### config.mk
export PLATFORM = sky130hd
export DESIGN_NAME = page_table_translate
export DESIGN_NICKNAME = d
export VERILOG_FILES = /design/src/sv/ptt_pkg.sv /design/src/sv/ptt_table.sv /design/src/sv/page_table_translate.sv
export SDC_FILE = /design/constraint.sdc
export NUM_CORES = 2
export LEC_CHECK = 0
export BUFFER_PORTS_ARGS = -buffer_cell sky130_fd_sc_hd__buf_2
export CAP_MARGIN = 20
export CORE_ASPECT_RATIO = 0.9
export CORE_MARGIN = 3
export CORE_UTILIZATION = 60
export DETAILED_ROUTE_END_ITERATION = 12
export PLACE_DENSITY_LB_ADDON = 0.2
export SYNTH_ARGS = -nofsm -noshare
export SYNTH_HDL_FRONTEND = slang
export SYNTH_SLANG_ARGS = --single-unit
export TNS_END_PERCENT = 5
### constraint.sdc
create_clock -name clk -period 8.09 [get_ports clk]
set_input_delay 0.4045 -clock clk [delete_from_list [all_inputs] [get_ports clk]]
set_output_delay 0.4045 -clock clk [all_outputs]
set_load 0.1 [all_outputs]
### src/sv/ptt_pkg.sv
// Package: types, constants and widths shared by the page table translator.
`timescale 1ns / 1ps
package ptt_pkg;

  localparam int PAGE_BYTES  = 128;
  localparam int FRAME_COUNT = 128;
  localparam int TABLE_DEPTH = 128;

  localparam int VADDR_W  = 32;
  localparam int PADDR_W  = 14;
  localparam int FRAME_W  = 8;
  localparam int CFG_W    = 8;
  localparam int PAGE_BITS = $clog2(PAGE_BYTES);
  localparam int VPN_W    = VADDR_W - PAGE_BITS;
  localparam int IDX_W    = $clog2(TABLE_DEPTH);
  localparam int PA_RAW_W = FRAME_W + PAGE_BITS;
  localparam int PA_EXT_W = (PA_RAW_W > PADDR_W) ? PA_RAW_W : PADDR_W;

  localparam logic [FRAME_W-1:0] FRAME_UNASSIGNED = '1;
  localparam logic [FRAME_W-1:0] FRAME_LIMIT      = FRAME_W'(FRAME_COUNT);

  typedef enum logic [1:0] {
    FUNC_TRANSLATE = 2'd0,
    FUNC_WRITE     = 2'd1,
    FUNC_READ      = 2'd2
  } func_t;

  typedef enum logic [1:0] {
    EXC_NONE      = 2'd0,
    EXC_ADDRESS   = 2'd1,
    EXC_READ_ONLY = 2'd2,
    EXC_BUS       = 2'd3
  } exc_t;

  typedef struct packed {
    func_t                func;
    logic [VADDR_W-1:0]   vaddr;
    logic                 is_write;
    logic [IDX_W-1:0]     entry_page;
    logic [FRAME_W-1:0]   entry_frame;
    logic                 entry_valid;
    logic                 entry_read_only;
  } in_item_t;

  typedef struct packed {
    logic [PADDR_W-1:0]   paddr;
    exc_t                 exception;
    logic [FRAME_W-1:0]   out_frame;
    logic                 out_valid;
    logic                 out_read_only;
    logic                 out_use;
    logic                 out_dirty;
  } out_item_t;

  typedef struct packed {
    logic [FRAME_W-1:0] frame;
    logic               valid;
    logic               read_only;
    logic               use_bit;
    logic               dirty;
  } entry_t;

  localparam entry_t ENTRY_RESET = '{
    frame: FRAME_UNASSIGNED, valid: 1'b0, read_only: 1'b0, use_bit: 1'b0, dirty: 1'b0
  };

  typedef struct packed {
    logic             en;
    logic [IDX_W-1:0] addr;
    entry_t           data;
  } tbl_wr_t;

endpackage

### src/sv/ptt_table.sv
// Page table entry RAM: registered read, per-entry written flags, write-to-read bypass.
`timescale 1ns / 1ps
module ptt_table (
  input  logic                  clk,
  input  logic                  rst_n,
  input  logic                  rd_en,
  input  logic [ptt_pkg::IDX_W-1:0] rd_addr,
  input  ptt_pkg::tbl_wr_t      wr,
  output ptt_pkg::entry_t       rd_entry
);
  import ptt_pkg::*;

  entry_t                 mem [TABLE_DEPTH];
  entry_t                 rd_q_r;
  entry_t                 fwd_data_r;
  logic                   fwd_hit_r;
  logic                   init_hit_r;
  logic [TABLE_DEPTH-1:0] init_r;

  always_ff @(posedge clk) begin
    if (wr.en) begin
      mem[wr.addr] <= wr.data;
    end
    if (rd_en) begin
      rd_q_r <= mem[rd_addr];
    end
  end

  always_ff @(posedge clk) begin
    if (rd_en) begin
      fwd_data_r <= wr.data;
    end
  end

  always_ff @(posedge clk) begin
    if (!rst_n) begin
      init_r     <= '0;
      fwd_hit_r  <= 1'b0;
      init_hit_r <= 1'b0;
    end else begin
      if (wr.en) begin
        init_r[wr.addr] <= 1'b1;
      end
      if (rd_en) begin
        fwd_hit_r  <= wr.en && (wr.addr == rd_addr);
        init_hit_r <= init_r[rd_addr];
      end
    end
  end

  // entries never written read as unassigned
  assign rd_entry = fwd_hit_r  ? fwd_data_r :
                    init_hit_r ? rd_q_r     : ENTRY_RESET;

endmodule

### src/sv/page_table_translate.sv
// Top level of the single-level page table translator.
//
// Input channel (in_valid/in_ready/in_item) carries one item: translate a
// virtual address, write a page entry, or read a page entry back. Each item
// gives exactly one result on the output channel (out_valid/out_ready/out_item).
// The cfg channel (cfg_valid/cfg_ready/cfg_data) sets the page count of the
// current address space; cfg_ready is always high, write it only while idle.
//
// A result passes through the stage-1 register and then the result register. The block
// takes one item per cycle while the receiver does not stall: the entry RAM is read
// at acceptance and written back as the item leaves stage 1, with a write-to-read
// bypass for back-to-back items that hit the same page.
//
// When the receiver stalls, the result register holds and in_ready drops; no
// item is lost. Reset clears the page count and marks every entry as never
// written, so it reads as frame 255 with all flags clear; no clearing pass.
`timescale 1ns / 1ps
module page_table_translate (
  input  logic                      clk,
  input  logic                      rst_n,
  input  logic                      in_valid,
  output logic                      in_ready,
  input  ptt_pkg::in_item_t         in_item,
  output logic                      out_valid,
  input  logic                      out_ready,
  output ptt_pkg::out_item_t        out_item,
  input  logic                      cfg_valid,
  output logic                      cfg_ready,
  input  logic [ptt_pkg::CFG_W-1:0] cfg_data
);
  import ptt_pkg::*;

  typedef struct packed {
    func_t                func;
    logic                 is_write;
    logic                 addr_err;
    logic [IDX_W-1:0]     page;
    logic [PAGE_BITS-1:0] off;
    logic [FRAME_W-1:0]   entry_frame;
    logic                 entry_valid;
    logic                 entry_read_only;
  } s1_t;

  logic [CFG_W-1:0] page_count_r;
  logic             s1_valid_r;
  s1_t              s1_r;
  s1_t              s1_nxt;
  logic             out_valid_r;
  out_item_t        out_item_r;
  out_item_t        out_nxt;
  logic             advance;
  logic             in_fire;
  logic [VPN_W-1:0] vpn;
  tbl_wr_t          tbl_wr;
  entry_t           entry;
  entry_t           upd;
  logic [PA_EXT_W-1:0] pa_ext;

  assign advance   = !out_valid_r || out_ready;
  assign in_ready  = advance;
  assign in_fire   = in_valid && in_ready;
  assign cfg_ready = 1'b1;
  assign out_valid = out_valid_r;
  assign out_item  = out_item_r;

  always_ff @(posedge clk) begin
    if (!rst_n) begin
      page_count_r <= '0;
    end else if (cfg_valid && cfg_ready) begin
      page_count_r <= cfg_data;
    end
  end

  // decode
  always_comb begin
    vpn                    = in_item.vaddr[VADDR_W-1:PAGE_BITS];
    s1_nxt.func            = in_item.func;
    s1_nxt.is_write        = in_item.is_write;
    s1_nxt.addr_err        = (vpn >= VPN_W'(page_count_r)) ||
                             (vpn >= VPN_W'(TABLE_DEPTH));
    s1_nxt.page            = (in_item.func == FUNC_TRANSLATE) ? vpn[IDX_W-1:0]
                                                              : in_item.entry_page;
    s1_nxt.off             = in_item.vaddr[PAGE_BITS-1:0];
    s1_nxt.entry_frame     = in_item.entry_frame;
    s1_nxt.entry_valid     = in_item.entry_valid;
    s1_nxt.entry_read_only = in_item.entry_read_only;
  end

  always_ff @(posedge clk) begin
    if (!rst_n) begin
      s1_valid_r <= 1'b0;
    end else if (advance) begin
      s1_valid_r <= in_fire;
    end
  end

  always_ff @(posedge clk) begin
    if (in_fire) begin
      s1_r <= s1_nxt;
    end
  end

  ptt_table u_table (
    .clk      (clk),
    .rst_n    (rst_n),
    .rd_en    (in_fire),
    .rd_addr  (s1_nxt.page),
    .wr       (tbl_wr),
    .rd_entry (entry)
  );

  // check, update and report
  always_comb begin
    out_nxt     = '0;
    upd         = entry;
    tbl_wr.en   = 1'b0;
    tbl_wr.addr = s1_r.page;
    pa_ext      = PA_EXT_W'({entry.frame, s1_r.off});
    case (s1_r.func)
      FUNC_TRANSLATE: begin
        if (s1_r.addr_err) begin
          out_nxt.exception = EXC_ADDRESS;
        end else if (s1_r.is_write && entry.read_only) begin
          out_nxt.exception = EXC_READ_ONLY;
        end else if (entry.frame >= FRAME_LIMIT) begin
          out_nxt.exception = EXC_BUS;
        end else begin
          upd.use_bit       = 1'b1;
          upd.dirty         = entry.dirty || s1_r.is_write;
          tbl_wr.en         = 1'b1;
          out_nxt.paddr     = pa_ext[PADDR_W-1:0];
          out_nxt.exception = EXC_NONE;
        end
      end
      FUNC_WRITE: begin
        upd.frame     = s1_r.entry_frame;
        upd.valid     = s1_r.entry_valid;
        upd.read_only = s1_r.entry_read_only;
        upd.use_bit   = 1'b0;
        upd.dirty     = 1'b0;
        tbl_wr.en     = 1'b1;
      end
      FUNC_READ: begin
      end
      default: begin
      end
    endcase
    if ((s1_r.func == FUNC_WRITE) || (s1_r.func == FUNC_READ) ||
        ((s1_r.func == FUNC_TRANSLATE) && !s1_r.addr_err)) begin
      out_nxt.out_frame     = upd.frame;
      out_nxt.out_valid     = upd.valid;
      out_nxt.out_read_only = upd.read_only;
      out_nxt.out_use       = upd.use_bit;
      out_nxt.out_dirty     = upd.dirty;
    end
    tbl_wr.data = upd;
    tbl_wr.en   = tbl_wr.en && s1_valid_r && advance;
  end

  always_ff @(posedge clk) begin
    if (!rst_n) begin
      out_valid_r <= 1'b0;
    end else if (advance) begin
      out_valid_r <= s1_valid_r;
    end
  end

  always_ff @(posedge clk) begin
    if (s1_valid_r && advance) begin
      out_item_r <= out_nxt;
    end
  end

`ifndef SYNTHESIS
  a_wr_only_on_retire: assert property (@(posedge clk) disable iff (!rst_n)
    tbl_wr.en |-> (s1_valid_r && advance))
    else $error("table written without a retiring item");

  a_accept_fills_s1: assert property (@(posedge clk) disable iff (!rst_n)
    in_fire |=> s1_valid_r)
    else $error("accepted item missing from stage 1");

  a_result_follows_s1: assert property (@(posedge clk) disable iff (!rst_n)
    $rose(out_valid_r) |-> $past(s1_valid_r))
    else $error("result without an item in flight");

  a_fault_no_paddr: assert property (@(posedge clk) disable iff (!rst_n)
    (out_valid_r && (out_item_r.exception != EXC_NONE)) |-> (out_item_r.paddr == '0))
    else $error("faulting translate returned an address");

  a_addr_err_no_entry: assert property (@(posedge clk) disable iff (!rst_n)
    (out_valid_r && (out_item_r.exception == EXC_ADDRESS)) |->
      ((out_item_r.out_frame == '0) && !out_item_r.out_use && !out_item_r.out_dirty))
    else $error("address error reported entry data");
`endif

endmodule
---- Word-level counts from Yosys, hierarchy flattened ----
Memories as Yosys holds them, arrays and structs flattened. A register that Yosys moved wholly into a read port is not among the register bits.
Index checks and enable logic that the tools add are counted.
W data, S select, Z words.
cells by class
  order comparisons ....................... 6
  equal/unequal tests ..................... 3
  muxes and demuxes ....................... 21
  bitwise gates (word level) .............. 2
  reduce and logical (&&, ||, !) cells .... 19
operators by type and width
  cell                   count
  $or A128 B128 Y128     1
  $ge A25 B8 Y1          1
  $ge A25 B8 Y1 const B  1
  $mux W12               2
  $lt A7 B8 Y1 const B   2
  $mux W10               1
  $mux W2                5
  $ge A8 B8 Y1 const B   1
  $logic_and A1 B1 Y1    8
  $mux W1                8
  $bmux W1 S7            1
  $demux W1 S7           1
  $eq A7 B7 Y1           1
  $ge A7 B1 Y1 const B   1
  $mux W7                1
  $logic_or A1 B1 Y1     5
  $logic_not A2 Y1       2
  $pmux W2 S2            1
  $reduce_or A4 Y1       1
  $eq A2 B1 Y1 const B   1
  $eq A2 B2 Y1 const B   1
  $logic_not A1 Y1       2
  $pmux W1 S2            1
  $reduce_or A2 Y1       1
  $not A1 Y1             1
word-level totals
  bits in registers ....................... 208
  bits in writable memories ............... 1,536
  bits of input ports ..................... 65
  output and inout bits ................... 31
  logic and storage cells ................. 79
  memories kept ........................... 1
memories
  memory       depth  width  read ports  clocked after memory_dff  wr ports  RTL line         source
  u_table.mem  128    12     1           1                         1         ptt_table.sv:13  entry_t mem [TABLE_DEPTH];

---- Longest topological paths before layout ----
  depth in word-level cells ............... 11
  depth in mapped cells ................... 13
  depth with buffers taken out ............ 9

---- Cells and area by module ----
Synthesis repeated with hierarchy kept, for this count alone.
unflattened totals
  cell total of the unflattened synthesis .. 3,009
  area, all modules ....................... 67,499.7 µm²
modules (own cells, without submodules)
  module                instances  cells each  area an instance (µm²)  sequential area each (µm²)
  ptt_table             1          2,819       64,684.5                49,447.4
  page_table_translate  1          190         2,815.2                 1,881.8

---- Worst setup path after synthesis ----
No wires, ideal clock.
  path type ............................... register to register
  start point ............................. register s1_r[26] (netlist name)
  end point ............................... register u_table.fwd_data_r[10] (netlist name), data pin
  library setup time ...................... 1,214 ps
  data arrival time ....................... 6,121 ps
  data required time ...................... 6,876 ps
  slack ................................... 755 ps
  cell stages (with the launch flop) ...... 5
  buffers on the path ..................... 2
  period minus slack after synthesis ...... 7,335 ps
  path through ............................ edfxtp_1 -> ha_1 -> clkbuf_1 -> clkbuf_1 -> o21ai_0
RTL lines
  what                    RTL line                    source
  start, declared         page_table_translate.sv:46  s1_t s1_r;
  start signal, assigned  page_table_translate.sv:99  s1_r <= s1_nxt;
  end signal, assigned    ptt_table.sv:31             fwd_data_r <= wr.data;
  end, declared           ptt_table.sv:15             entry_t fwd_data_r;

---- Worst setup path after layout ----
  start point ............................. input in_item[51] (netlist name)
  end point ............................... register u_table.rd_q_r[4] (netlist name)
between the ends
  longest elaborated chain between the ends .. 2
RTL lines
  what              RTL line                    source
  start, declared   page_table_translate.sv:23  input ptt_pkg::in_item_t in_item,
  $logic_not A2 Y1  page_table_translate.sv:81  s1_nxt.page = (in_item.func == FUNC_TRANSLATE) ? vpn[IDX_W-1:0]
  $mux W7           page_table_translate.sv:81
Every way passes these cells.
A chain may end at the register's enable or synchronous reset.

==> impl_metrics.csv <==
group,metric,value,unit
sta,period_needed,5.34,ns
sta,relSlewSlack,0.206,
floorplan,fp-row-count,117,
floorplan,start_util,0.610,
synth,synth_top_family_by_area,"simple AND/OR/NAND/NOR gates",
grt,first_global_vias,42200,
worst_setup_path,required,8.74,ns
synth,synth_seq_area_share,0.737,
worst_setup_path,worstSetupEndpoint,"u_table.rd_q_r[4]$_DFFE_PP_",
finish,num-nets-final,5185,
finish,final_cell_mix,"edfxtp_1, nand2_1, mux2i_1",
synth,synthXorXnorAreaFrac,0.000880,
grt,grt_pass1_wl,280,mm
power,power_density,248,nW/µm²
sta,holdWs,0.0943,ns
grt,grt_usage,0.316,
sta,fin_worst_skew,0.0293,ns
sta,hold_viol,0,
routing,drt_wl_total,191,mm
synth,synth_compound_area_frac,0.0905,
outcome,outcome,"complete, no violations",
floorplan,die_area,120000,µm²
cts,postCtsSetupRepairBufs,0,
power,p_int,14.7,mW
floorplan,ios,96,
routing,route.detailed.drc,0,
placement,gp_congestion,0.879,
finish,drive_above_1_share,0.113,
worst_setup_path,r2r_start,"u_table.fwd_hit_r$_SDFFE_PN0P_",
floorplan,coreArea,114000,µm²
synth,synth_seq_cells,1756,
power,clkPwrFrac,0.391,
finish,instances_no_fill,6739,
worst_setup_path,critPathKind,"input port to register",
worst_setup_path,critPathCaptureType,"register",
placement,dp_cells,6396,
worst_setup_path,arrival,6.00,ns
routing,viasPerCell,6.64,
cts,cts_buffers,168,
floorplan,die_w,365,µm
power,power_leakage,26.6,nW
worst_setup_path,worstSetupStartpointType,"input port",
finish,seq_area,51300,µm²
synth,synthMuxAreaShare,0.0333,
synth,yosysUniqueCellTypes,71,
synth,synth_area,69600,µm²
synth,yosys_warnings,0,
finish,area_delta_synth_final,11.6,%
finish,nFillCells,7697,
routing,wire_per_inst,28.3,µm
routing,drt_iter0_markers,6512,
cts,cts-htree-levels,4,
synth,yosys.area_share.simple,0.110,
placement,io_buffers,94,
grt,grt_antenna_before_repair,5,
worst_setup_path,reg2reg_to,"u_table.mem[30][9]$_DFFE_PP_",
sta,fin_crit_sh,0.660,
power,vdd_drop_max,0.242,mV
cts,clk_latency,0.80,ns
power,p_seq_frac,0.524,
power,combPwrFrac,0.085,
cts,clkTransAtPathRegs,0.06,ns
grt,global_route.overflow_total,0,
finish,final_common_cell,"edfxtp_1",
routing,drt_pass1_iterations,6,
cts,cts_root_buf,"clkbuf_16",
sta,slew_viol_final,0,
placement,dp_hpwl,109,mm
floorplan,die_h,329,µm
cts,post_cts_resized,0,
power,swShare,0.236,
synth,synth_edf_count,1616,
cts,clockBufferDepth,3,
job,maxCapViolCount,0,
worst_setup_path,reg2reg_slack,3.81,ns
synth,syn_area_per_cell,14.0,µm²
sta,setup-tns-final,0,ns
cts,cts_tree,"done",
worst_setup_path,reg2reg_depth,7,
synth,synth_adder_area_share,0.00180,
sta,setup_viol,0,
synth,async_flop_share,0,
sta,rsz0062_at_grt,"false",
worst_setup_path,crit_start,"in_item[51]",
sta,worst_pin_slew,1.19,ns
grt,grt_max_degree,181,
worst_hold_path,min_path_type,"input port to register",
finish,multi_input_area,16800,µm²
routing,dr_total_vias,44700,
cts,hold_buffers,29,
power,p_sw,4.56,mW
synth,synthCells,4960,
routing,ant_nets,0,
worst_setup_path,worstPathMaxFanout,180,
cts,clock_sinks,1756,
synth,synthFlopType,"edfxtp_1",
synth,syn_nets,5035,
sta,timing.fmax,187,MHz
==> power by group through the flow <==
stage | Clock, mW | Sequential (mW) | Combinational, mW
finish | 7.55 | 10.1 | 1.64
global route | 7.95 | 10.1 | 1.72
CTS | 7.59 | 10.1 | 1.61
detailed placement | 0 | 10.3 | 1.59
global placement | 0 | 10.3 | 1.56
floorplan | 0 | 10.4 | 0.944
==> final cells by class <==
type	instances	share of cell area
Antenna cell	1	0.0000322
Clock buffer	233	0.0599
Clock inverter	78	0.00755
Inverter	21	0.00135
Multi-Input combinational cell	2842	0.216
Sequential cell	1756	0.661
Tap cell	1487	0.0239
Timing Repair Buffer	321	0.0309
==> Yosys cell counts, drive strengths merged (13+ instances only) <==
| library cell | number | area, µm² |
|---|---|---|
| o21ai | 38 | 194 |
| and3 | 182 | 1140 |
| a311oi | 192 | 1680 |
| nor2b | 15 | 93.8 |
| a221oi | 27 | 236 |
| o21a | 143 | 1070 |
| a222oi | 36 | 360 |
| nand3 | 107 | 536 |
| a32oi | 52 | 455 |
| buf | 180 | 1160 |
| a21oi | 122 | 611 |
| dfxtp | 140 | 2800 |
| nor4 | 27 | 169 |
| nor2 | 154 | 583 |
| mux2i | 213 | 2150 |
| a31oi | 34 | 213 |
| a22o | 49 | 429 |
| edfxtp | 1616 | 48500 |
| nor3 | 89 | 445 |
| clkbuf | 161 | 608 |
| a211oi | 28 | 223 |
| nand2 | 1165 | 4370 |
| inv | 17 | 63.8 |
| a2111oi | 13 | 115 |
| a21boi | 26 | 195 |
==> metal layers <==
metal	vias to the layer above	GRT usage	share of wire
li1	19100	-	-
met1	22400	0.465	0.39
met2	2837	0.468	0.45
met3	390	0.0742	0.12
met4	4	0.111	0.034
met5	-	0	0.00014
==> stage by stage <==
step | worst slack (ns) | instance area, µm² | util | power (mW)
floorplan | 0.755 | 69600 | - | 11.3
global placement | 2.53 | 72100 | 0.631 | 11.9
detailed placement | 2.49 | 72100 | 0.632 | 11.9
CTS | 2.78 | 77700 | 0.680 | 19.3
global route | 2.68 | 77700 | 0.680 | 19.8
finish | 2.75 | 77700 | 0.680 | 19.3
==> how the worst min path moves through the flow <==
stage	start	to	depth (start not counted)
floorplan	u_table.init_r[124]$_SDFFE_PN0P_	u_table.init_r[124]$_SDFFE_PN0P_	1
global placement	u_table.init_r[30]$_SDFFE_PN0P_	u_table.init_r[30]$_SDFFE_PN0P_	1
detailed placement	u_table.init_r[4]$_SDFFE_PN0P_	u_table.init_r[4]$_SDFFE_PN0P_	1
CTS	cfg_valid	page_count_r[4]$_SDFFE_PN0P_	3
global route	cfg_valid	page_count_r[5]$_SDFFE_PN0P_	3
finish	cfg_valid	page_count_r[5]$_SDFFE_PN0P_	3
==> flip-flops by register name (all words and copies together), names as in the netlist <==
| register | count |
|---|---|
| s1_valid_r | 1 |
| u_table.fwd_hit_r | 1 |
| u_table.mem | 1536 |
| u_table.init_hit_r | 1 |
| out_item | 28 |
| page_count_r | 8 |
| out_valid | 1 |
| u_table.rd_q_r | 12 |
| pa_ext | 7 |
| u_table.fwd_data_r | 12 |
| s1_r | 21 |
| u_table.init_r | 128 |
==> critical path: stages <==
cell	delay, ns
dlygate4sd3_1	0.53
buf_2	0.18
or3b_1	0.38
and2_4	0.32
inv_16	0.61
buf_4	0.84
a21oi_1	0.15
a22o_1	0.27
a222oi_1	0.40
mux2i_1	0.38
a211oi_1	0.99
o211a_1	0.24
==> logic make-up after synthesis <==
kind of cell | Yosys count
AND/OR/NAND/NOR | 1782
flip-flops | 1756
AO/OA/AOI/OAI | 821
buffers and inverters | 362
multiplexers | 221
adder cells (fa/ha/maj) | 10
XOR/XNOR | 7
other | 1
Power figures use the tool's default switching activity.
